--- src/rtl/til_ram.sv ---
// Generic single write port, single read port RAM with registered read.
// No dependencies.
module til_ram #(
  parameter int WIDTH = 8,
  parameter int DEPTH = 256
) (
  input  logic                     clk_i,
  input  logic                     we_i,
  input  logic [$clog2(DEPTH)-1:0] waddr_i,
  input  logic [WIDTH-1:0]         wdata_i,
  input  logic [$clog2(DEPTH)-1:0] raddr_i,
  output logic [WIDTH-1:0]         rdata_o
);

  logic [WIDTH-1:0] mem_q [DEPTH];

  always_ff @(posedge clk_i) begin
    if (we_i) begin
      mem_q[waddr_i] <= wdata_i;
    end
    rdata_o <= mem_q[raddr_i];
  end

endmodule

--- config.mk ---
export PLATFORM = sky130hd
export DESIGN_NAME = til_ram
export DESIGN_NICKNAME = d
export VERILOG_FILES = /design/src/rtl/til_ram.sv
export SDC_FILE = /design/constraint.sdc
export NUM_CORES = 2
export LEC_CHECK = 0
export BUFFER_PORTS_ARGS = -buffer_cell sky130_fd_sc_hd__buf_2
export CAP_MARGIN = 20
export CORE_MARGIN = 8
export CORE_UTILIZATION = 50
export DETAILED_ROUTE_END_ITERATION = 7
export HOLD_SLACK_MARGIN = 0.06
export PLACE_DENSITY_LB_ADDON = 0.3
export SYNTH_ARGS = -nofsm -noshare
export SYNTH_HDL_FRONTEND = slang
export SYNTH_SLANG_ARGS = --single-unit
--- constraint.sdc ---
create_clock -name clk_i -period 3.9 [get_ports clk_i]
set_clock_uncertainty 0.05 [all_clocks]
set_input_delay 0.39 -clock clk_i [delete_from_list [all_inputs] [get_ports clk_i]]
set_output_delay 0.39 -clock clk_i [all_outputs]
set_load 0.1 [all_outputs]
==> results.txt <==
----------------------------------------------------
[Status]
  Status ... finished clean

[Critical path]
  Category of the worst setup path launch point ... input pin
  Slowest stage delay, CP ... between 0.7 and 0.8 ns
  Data arrival time of the critical path ... between 3 and 4 ns
  Kind of capture point of the worst setup path ... flop
  Startpoint-to-endpoint class of the critical path ... input pin to flop
  Cells along the critical path ... buf_8 -> buf_12 -> buf_12 -> mux4_2 -> a22o_1 -> a221oi_1 -> o32ai_1 -> nor3_1 -> buf_4 -> nor4_1
  Max FO, Critical Path ... 26
  Worst path most repeated cell ... sky130_fd_sc_hd__buf_12
  Cell with the largest stage delay on the worst path ... sky130_fd_sc_hd__nor3_1
  Required time of the critical path ... 4.53 ns

[Drt]
  Remaining DRCs ... 0
  Number of detailed-route iterations in the first pass ... 6
  DR vias ... just under 40000
  Mean number of vias per cell ... 6.29
  Average wire length per cell after detail routing ... between 30 and 40 um
  Starting DRT DRC Count ... between 4000 and 5000
  Number of nets with antenna violations after routing ... 0
  Sum of routed wire length over all layers ... 194000 um

[CTS]
  Maximum buffer depth of the clock tree ... 3
  Number of H-tree levels ... 4
  Clock insertion delay at the later pin of the skew report ... 0.84 ns
  Cts bufs inserted ... between 200 and 250
  Clock Sink Count ... approximately 2100
  Root Buffer Master ... sky130_fd_sc_hd__clkbuf_16
  Clock slew at reported path FFs ... 0.06 ns
  CTS tree ... done

[Power and ir drop]
  VDD IR max ... 0.471 mV
  Overall power consumption ... around 46 mW
  Static leakage ... 28.2 nW
  Power per cell area ... roughly 500 nW/um2

[GRT]
  Combined global-route utilization of all metal layers ... 22.2%
  Residual overflow from global routing ... 0
  Global-route wire length before repair ... ~280000 um
  Number of antenna violations at the first check in global routing ... 7
  Number of global-route vias before repair ... approximately 40000
  Maximum number of pins on one net before global-route repair ... approximately 130

[Hold path]
  Worst hold-check path type ... input pin to flop

[Synthesis]
  Flops & latches, synth ... 2056
  EDFF count, synth ... 2048
  Instance count of the mapped netlist ... 3733
  Post-synthesis area per instance ... between 20 and 25 um2
  Post-Synthesis Net Count ... 3759
  Warning count from the yosys run ... 0
  Total standard cell area after synthesis ... roughly 80000 um2
  Portion of synthesized cell area occupied by the leading cell type ... 77.3%
  Top_reg_cell synth ... sky130_fd_sc_hd__edfxtp_1
  Fraction of registers with async set/reset ... 0%
  Netlist cell types ... 55
  Sequential area share after synthesis ... between 70% and 80%
  Dominant cells by area after synthesis ... sky130_fd_sc_hd__edfxtp_1, sky130_fd_sc_hd__mux4_2, sky130_fd_sc_hd__mux2i_1, sky130_fd_sc_hd__nor2_1, sky130_fd_sc_hd__a22oi_1
  Cell accounting for the most synthesized area ... sky130_fd_sc_hd__edfxtp_1

[Final layout]
  Sequential cell area ... between 60000 and 70000 um2
  Synthesis-to-finish area growth ... 13.3%
  Top library cells by usage in the layout, fill and taps aside ... sky130_fd_sc_hd__edfxtp_1, sky130_fd_sc_hd__mux4_2, sky130_fd_sc_hd__nor2_1
  Multi-input combinational cell area ... between 15000 and 20000 um2
  Post-layout nets ... about 4100
  Fraction of final layout cells with drive strength greater than 1 ... 25.6%
  Cell area after layout ... ~90000 um2
  Most common cell after layout, fill and taps aside ... sky130_fd_sc_hd__edfxtp_1
  Number of fillers in the final layout ... between 10000 and 15000
  Non-filler cells, final ... ~6300

[Die]
  Area inside the core boundary ... 158000 um2
  IO Count ... 34
  Die span in x ... 415 um
  Die ar. ... approximately 170000 um2
  Initial core utilization ... between 50% and 60%
  Number of cell rows ... roughly 150
  Chip Height ... ~410 um

[Place]
  Total instance count after detailed placement ... roughly 5900
  RD Place Congestion ... 0.855
  Quantity of I/O buffers inserted on ports ... 33
  Placement-stage cell area ... 83700 um2
  DPL Wire Length ... ~120000 um

[Timing]
  Final number of setup-violating endpoints ... 0
  Final-report hold violation count ... 0
  Setup repair after global routing missed its margin ... false
  Maximum frequency from static timing analysis ... 320 MHz
  Ratio of final minimum period to clock period ... 80.0%
  Max-slew headroom ... between 10% and 20%
  Sum of negative setup slack ... 0 ns
  Min cycle time layout ... approximately 3.1 ns
  Tightest Pin Transition ... between 1 and 1.5 ns
  Final Max Tran Viols ... 0

[Job]
  Max Cap Violations ... 0

----------------------------------------------------
## critical path, delay by kind of cell
kind            cells  cell delay, ns
buf+inv             4            1.07
simple gates        2            0.77
mux                 1            0.53
compound gates      3            0.91
## logic make-up (layout without fill, tap and decap cells)
| kind of cell | count (synthesis) | in the layout | share of synthesized area (%) |
|---|---|---|---|
| mux | 591 | 591 | 14.6 |
| simple gates | 466 | 466 | 2.63 |
| flops | 2056 | 2056 | 77.5 |
| compound gates | 385 | 385 | 3.42 |
| other cells | 0 | 3 | 0 |
| buf+inv | 235 | 695 | 1.83 |
## flip-flops by register name, indices dropped and copies added, names as in the netlist
register and count:
rdata_o 8, mem_q 2048
## layout make-up
| type | instances | share of cell area, % |
|---|---|---|
| Sequential cell | 2056 | 68.4 |
| Antenna cell | 3 | 0.00833 |
| Clock buffer | 248 | 5.88 |
| Inverter | 2 | 0.00833 |
| Timing Repair Buffer | 323 | 3.24 |
| Multi-Input combinational cell | 1442 | 18.3 |
| Clock inverter | 122 | 1.26 |
| Tap cell | 2072 | 2.88 |
## metrics by stage
| step | hold slack (ns) | utilization (%) | setup slack, ns |
|---|---|---|---|
| finish | 0.137 | 57.0 | 0.778 |
| global route | 0.114 | 57.0 | 0.576 |
| CTS | 0.0602 | 57.0 | 0.849 |
| detailed placement | 0.887 | 52.9 | 0.0269 |
| global placement | 0.837 | 52.9 | 0.0528 |
| floorplan | 0.439 | - | 1.52 |
## Yosys cell counts (3+ instances only)
cell / n
sky130_fd_sc_hd__a211oi_1: 16
sky130_fd_sc_hd__a21oi_1: 96
sky130_fd_sc_hd__a221oi_1: 13
sky130_fd_sc_hd__a22o_1: 8
sky130_fd_sc_hd__a22oi_1: 133
sky130_fd_sc_hd__and2_1: 6
sky130_fd_sc_hd__buf_1: 22
sky130_fd_sc_hd__buf_12: 8
sky130_fd_sc_hd__buf_2: 31
sky130_fd_sc_hd__buf_4: 27
sky130_fd_sc_hd__buf_6: 21
sky130_fd_sc_hd__buf_8: 13
sky130_fd_sc_hd__clkbuf_1: 111
sky130_fd_sc_hd__dfxtp_1: 8
sky130_fd_sc_hd__edfxtp_1: 2048
sky130_fd_sc_hd__mux2i_1: 134
sky130_fd_sc_hd__mux4_2: 454
sky130_fd_sc_hd__nand2_1: 33
sky130_fd_sc_hd__nand2b_1: 8
sky130_fd_sc_hd__nand3_1: 34
sky130_fd_sc_hd__nand4_1: 10
sky130_fd_sc_hd__nor2_1: 282
sky130_fd_sc_hd__nor2b_1: 31
sky130_fd_sc_hd__nor3_1: 22
sky130_fd_sc_hd__nor4_1: 24
sky130_fd_sc_hd__nor4_2: 3
sky130_fd_sc_hd__o211ai_1: 10
sky130_fd_sc_hd__o21ai_0: 10
sky130_fd_sc_hd__o221ai_1: 46
sky130_fd_sc_hd__o22a_1: 5
sky130_fd_sc_hd__o22ai_1: 28
sky130_fd_sc_hd__o32ai_1: 4
sky130_fd_sc_hd__or2_2: 4
## metal layers
layer | track usage [%] | share of wire, % | up-vias
met5 | 0 | 0.0041 | -
met4 | 6.85 | 3.3 | 2
met3 | 4.97 | 8.8 | 310
met2 | 34.5 | 47 | 1795
met1 | 31.7 | 41 | 21000
li1 | - | - | 16300
## worst paths after layout
kind	slack, ns	endpoint	cells after the start	startpoint
setup / recovery	0.78	rdata_o[3]$_DFF_P_	10	raddr_i[0]
hold / removal	0.14	mem_q[74][3]$_DFFE_PP_	1	wdata_i[3]
setup reg to reg	0.88	rdata_o[3]$_DFF_P_	7	mem_q[67][3]$_DFFE_PP_
hold reg to reg	0.91	rdata_o[5]$_DFF_P_	6	mem_q[32][5]$_DFFE_PP_
## timing repair
item	4_1_cts	5_1_grt
hold buffers	1	0
gates resized for setup	0	0
setup buffers	0	0
hold endpoints to repair	18	0
## power breakdown
part | leakage (nW) | switching (mW) | internal, mW
combinational | 6.59 | 1.58 | 0.821
clock | 3.15 | 8.15 | 10.8
sequential | 18.5 | 0.0395 | 24.4
No activity file was read; power rests on OpenSTA's default activity.
