$ cat config.mk
export PLATFORM = sky130hd
export DESIGN_NAME = til_search
export DESIGN_NICKNAME = d
export VERILOG_FILES = /design/src/rtl/til_pkg.sv /design/src/rtl/til_search.sv
export SDC_FILE = /design/constraint.sdc
export NUM_CORES = 1
export LEC_CHECK = 0
export BUFFER_PORTS_ARGS = -buffer_cell sky130_fd_sc_hd__clkbuf_2
export CAP_MARGIN = 20
export CORE_ASPECT_RATIO = 0.7
export CORE_MARGIN = 2
export CORE_UTILIZATION = 59
export CTS_BUF_LIST = sky130_fd_sc_hd__clkbuf_8
export DETAILED_ROUTE_END_ITERATION = 10
export HOLD_SLACK_MARGIN = 0.02
export PLACE_DENSITY = 0.86
export SETUP_SLACK_MARGIN = 0.3
export SYNTH_ARGS = -nofsm -noshare
export SYNTH_HDL_FRONTEND = slang
export SYNTH_SLANG_ARGS = --single-unit
export TNS_END_PERCENT = 5
$ cat constraint.sdc
create_clock -name clk_i -period 14.6 [get_ports clk_i]
set_input_delay 3.65 -clock clk_i [delete_from_list [all_inputs] [get_ports clk_i]]
set_output_delay 3.65 -clock clk_i [all_outputs]
set_load 0.01 [all_outputs]
$ cat src/rtl/til_pkg.sv
// Shared constants, codes and types of the timed interval lookup block.
// No dependencies; imported by the core and the search sequencer.
package til_pkg;

  localparam int MAX_LINES = 256;
  localparam int TIME_BITS = 32;

  localparam int AW    = $clog2(MAX_LINES);
  localparam int CW    = $clog2(MAX_LINES + 1);
  localparam int CMP_W = (TIME_BITS > 32) ? TIME_BITS + 1 : 33;
  localparam int ENT_W = TIME_BITS + 33;

  typedef enum logic {
    MODE_LOAD  = 1'b0,
    MODE_QUERY = 1'b1
  } til_mode_e;

  typedef enum logic {
    REG_LINE_COUNT     = 1'b0,
    REG_TIMING_PRESENT = 1'b1
  } til_reg_e;

  typedef enum logic [1:0] {
    ST_IDLE,
    ST_SEARCH,
    ST_ENDCHK,
    ST_HOLD
  } til_state_e;

  typedef struct packed {
    logic          valid;
    logic          found;
    logic [AW-1:0] index;
  } til_res_t;

endpackage

$ cat src/rtl/til_search.sv
// Upper-bound binary search sequencer with one shared magnitude comparator,
// used for the start probes and the final end check. Depends on til_pkg.
module til_search import til_pkg::*; (
  input  logic                 clk_i,
  input  logic                 rst_ni,
  input  logic                 start_i,
  input  logic signed [32:0]   pos_i,
  input  logic [CW-1:0]        n_i,
  input  logic                 timing_i,
  input  logic [TIME_BITS-1:0] ent_start_i,
  input  logic signed [32:0]   ent_end_i,
  input  logic                 out_free_i,
  output logic                 idle_o,
  output logic [AW-1:0]        raddr_o,
  output til_res_t             res_o
);

  til_state_e state_q, state_d;
  logic [CMP_W-1:0] pos_q, pos_d;
  logic [CW-1:0]    lo_q, lo_d, cnt_q, cnt_d;
  logic [AW-1:0]    addr_q, addr_d;
  logic             hfound_q, hfound_d;
  logic [AW-1:0]    hidx_q, hidx_d;

  logic [CMP_W-1:0] op_b;
  logic             ge;
  logic [CW-1:0]    half, lo_n, cnt_n;
  til_res_t         res_c;
  logic             emit;

  // shared comparator
  assign op_b = (state_q == ST_ENDCHK) ? CMP_W'(ent_end_i[31:0]) : CMP_W'(ent_start_i);
  assign ge   = (pos_q >= op_b);

  always_comb begin
    state_d  = state_q;
    pos_d    = pos_q;
    lo_d     = lo_q;
    cnt_d    = cnt_q;
    addr_d   = addr_q;
    hfound_d = hfound_q;
    hidx_d   = hidx_q;
    half     = cnt_q >> 1;
    lo_n     = lo_q;
    cnt_n    = half;
    res_c    = '0;
    emit     = 1'b0;
    res_o    = '0;

    case (state_q)
      ST_IDLE: begin
        if (start_i) begin
          pos_d = CMP_W'(pos_i[31:0]);
          if (!timing_i || n_i == '0 || pos_i[32]) begin
            hfound_d = 1'b0;
            hidx_d   = '0;
            state_d  = ST_HOLD;
          end else begin
            lo_d    = '0;
            cnt_d   = n_i;
            addr_d  = AW'(n_i >> 1);
            state_d = ST_SEARCH;
          end
        end
      end
      ST_SEARCH: begin
        if (ge) begin
          lo_n  = CW'(addr_q) + CW'(1);
          cnt_n = cnt_q - half - CW'(1);
        end
        lo_d  = lo_n;
        cnt_d = cnt_n;
        if (cnt_n != '0) begin
          addr_d = AW'(lo_n + (cnt_n >> 1));
        end else if (lo_n == '0) begin
          emit = 1'b1;
        end else begin
          addr_d  = AW'(lo_n - CW'(1));
          state_d = ST_ENDCHK;
        end
      end
      ST_ENDCHK: begin
        emit = 1'b1;
        if (ent_end_i[32] || !ge) begin
          res_c.found = 1'b1;
          res_c.index = addr_q;
        end
      end
      ST_HOLD: begin
        res_o.valid = out_free_i;
        res_o.found = hfound_q;
        res_o.index = hidx_q;
        if (out_free_i) begin
          state_d = ST_IDLE;
        end
      end
      default: begin
        state_d = ST_IDLE;
      end
    endcase

    if (emit) begin
      if (out_free_i) begin
        res_o       = res_c;
        res_o.valid = 1'b1;
        state_d     = ST_IDLE;
      end else begin
        hfound_d = res_c.found;
        hidx_d   = res_c.index;
        state_d  = ST_HOLD;
      end
    end
  end

  assign idle_o  = (state_q == ST_IDLE);
  assign raddr_o = addr_d;

  always_ff @(posedge clk_i or negedge rst_ni) begin
    if (!rst_ni) begin
      state_q <= ST_IDLE;
    end else begin
      state_q <= state_d;
    end
  end

  always_ff @(posedge clk_i) begin
    pos_q    <= pos_d;
    lo_q     <= lo_d;
    cnt_q    <= cnt_d;
    addr_q   <= addr_d;
    hfound_q <= hfound_d;
    hidx_q   <= hidx_d;
  end

endmodule
==> metrics.txt <==
antenna violations before repair 0; initial core utilization 60.6%; # rows 29; Hold Path Class reg -> reg; first-pass GRT wire length 24500 um; RR Startpoint state_q[0]; unrepaired setup endpoints after global routing no; Static Leakage 2.82 nW; Detail Route Antenna Nets 0; leading area contributor after synthesis edfxtp_1; PwrDens 228 mW/mm^2; flops & latches, synth 69; met2 capacity usage during global routing 50.6%; FF-to-FF setup slack 8.12 ns; clock root buffer clkbuf_8; Required @ worst endpoint 10.95 ns; Ports 131; RR Endpoint hidx_q[0]; Yosys top cell area share 27.4%; Mapped Cells 580; Crit Path Max Fanout 11; clk_lat worst skew 0.37 ns; DP Wirelength 11800 um; Residual DRC 0; Critical Path AT 8.62 ns; crit share post-route 84.1%; post-cts gate resize count 0; setup violators final 0; length of the first detailed-routing pass in iterations 5; overall routing resource usage 30.9%; vias in the first global route 4955; Post-synth EDFFs 50; Clk pin slew, worst setup/hold paths 0.08 ns; worst slew pin tran 1.01 ns; M3 GR Usage 7.34%; Port Buffers 130; slew margin rel. 32.9%; ys flop type edfxtp_1; number of DRC markers in iteration 0 536; die area 0.0101 sq mm; drt wl/cell 18.4 um; max-slew violation count 0; Hold Violations, Final 0; vias per inst 6.15; Highest Clock Rate 0.0815 GHz; Max Cap Viol 0; post-synthesis sequential area ratio 34.6%; antenna cell count 0; Clock Tree Buf Depth 2; post-CTS setup buffers 0; Hold Crit Endpoint hfound_q; Die Span X 119 um; Worst Reg2Reg Path Length in Cells 18; critical path capture point type primary output; M1 GR Usage 40.3%; Placer Congestion 1.02; Synth async-reset ratio 2.90%; Layout Nets 866; hold_buf cts 0; Routed Wire Length 15200 um; outcome finished, final reports clean; Synthesis Warnings 0; post-synth net total 748; synth cell count leaders ha_1, nor2_1, edfxtp_1, nand2_1, mux2i_1; clock period minus worst slack 12.27 ns; CTS tree built; grt ovf 0; Synth area leaders edfxtp_1, ha_1, mux2i_1, dfxtp_1, nor2_1; busiest grt layer met2; Post-Syn Area 0.00547 sq mm; chip height 84.6 um; Multi-input gate area 0.00337 sq mm; FF/Latch Area 0.00189 sq mm; share of cells above drive strength 1 24.5%; H-tree depth 3; Filler cells 709; Syn-to-layout area delta 16.7%; hold-critical path depth 1; total CTS buffers 9; setup TNS 0 ns; Startpoint Class primary input; core area 0.00903 sq mm; Setup CP Type in -> out; pin count of the biggest net entering global routing 36; min-delay src hfound_q; Final Skew 0.0131 ns; Syn Area/Cell 9.44 sq um; worst vdd ir 0.0840 mV; Util after Layout 70.7%; DR vias 5083; library cells used by synthesis 73; Num Clock Sinks 69
-- placed cells by master (no fill, tap or decap), drive strengths merged, types with 5 or more instances in the layout --
cell and n:
a31oi 5, clkbuf 139, mux2i 39, a21o 9, xnor2 15, o21ai 34
o211ai 6, nor2 54, a21oi 39, nand4 7, nor3 16, nor4 6
a211oi 5, nand3 14, and2 8, edfxtp 50, inv 30, o2bb2ai 10
a22o 11, xor2 9, ha 54, nand2 43, dfxtp 17
-- cell type report --
cell class | instances | area share [%]
Multi-Input combinational cell | 458 | 52.7
Inverter | 27 | 1.59
Tap cell | 124 | 2.43
Timing Repair Buffer | 133 | 10.5
Clock inverter | 7 | 1.18
Clock buffer | 9 | 1.94
Sequential cell | 69 | 29.6
-- metrics by stage --
step                      cell area (sq um)  std cells  total power [W]  setup WS, ns  hold WS [ns]
after CTS                              6390        827          0.00143          2.36         0.461
final                                  6390        827          0.00145          2.33         0.456
after detailed placement               6190        811          0.00127          2.37         0.442
after floorplan                        5470        580          0.00103          3.21         0.427
after global routing                   6390        827          0.00157          1.96         0.491
after global placement                 6190        811          0.00125          2.62         0.437
-- critical path, stage by stage --
cell,delay [ns]
clkbuf_2,0.08
mux2_2,0.27
ha_1,0.26
nand2b_1,0.14
a2111o_1,0.41
a21oi_1,0.23
o22ai_2,0.23
nor2_1,0.61
buf_4,0.32
mux2i_1,0.47
inv_1,0.09
ha_1,0.30
a21o_1,0.17
a21o_1,0.19
a21o_1,0.17
a21oi_1,0.25
o21ai_0,0.16
xor2_1,0.17
o211ai_1,0.26
clkbuf_2,0.19
-- cells by family after synthesis --
kind of cell,after synthesis,synth area share (%)
AOI/OAI and AO/OA,160,20.6
and+or+nand+nor,175,16.0
xor gates and xnor gates,24,3.84
DFF,69,34.6
adders and majority gates,56,13.1
muxes,43,7.95
buffers and inverters,53,4.00
-- flip-flops by register name (all words and copies together) (netlist names) --
name	count
pos_q	32
cnt_q	9
lo_q	9
addr_q	8
hidx_q	8
state_q	2
hfound_q	1
-- worst max-delay path by stage --
stage | endpoint | slack (ns) | startpoint
after global placement | raddr_o[7] | 2.62 | ent_end_i[0]
after CTS | raddr_o[7] | 2.36 | ent_start_i[0]
after floorplan | raddr_o[7] | 3.21 | ent_end_i[0]
final | raddr_o[7] | 2.33 | ent_start_i[0]
after global routing | res_o[3] | 1.96 | ent_end_i[27]
after detailed placement | raddr_o[7] | 2.37 | ent_start_i[0]
-- metal layers --
layer  up-vias  wire, um
met5         -         0
met4         0       390
met3        40      1450
met2       291      6920
met1      2340      6470
li1       2412         -
-- power breakdown --
group | leakage, nW | switching [W] | internal [W]
sequential | 0.627 | 0.0000724 | 0.000282
clock | 0.0976 | 0.0000823 | 0.0000797
combinational | 2.09 | 0.000546 | 0.000391
No activity file was read; power rests on OpenSTA's default activity.
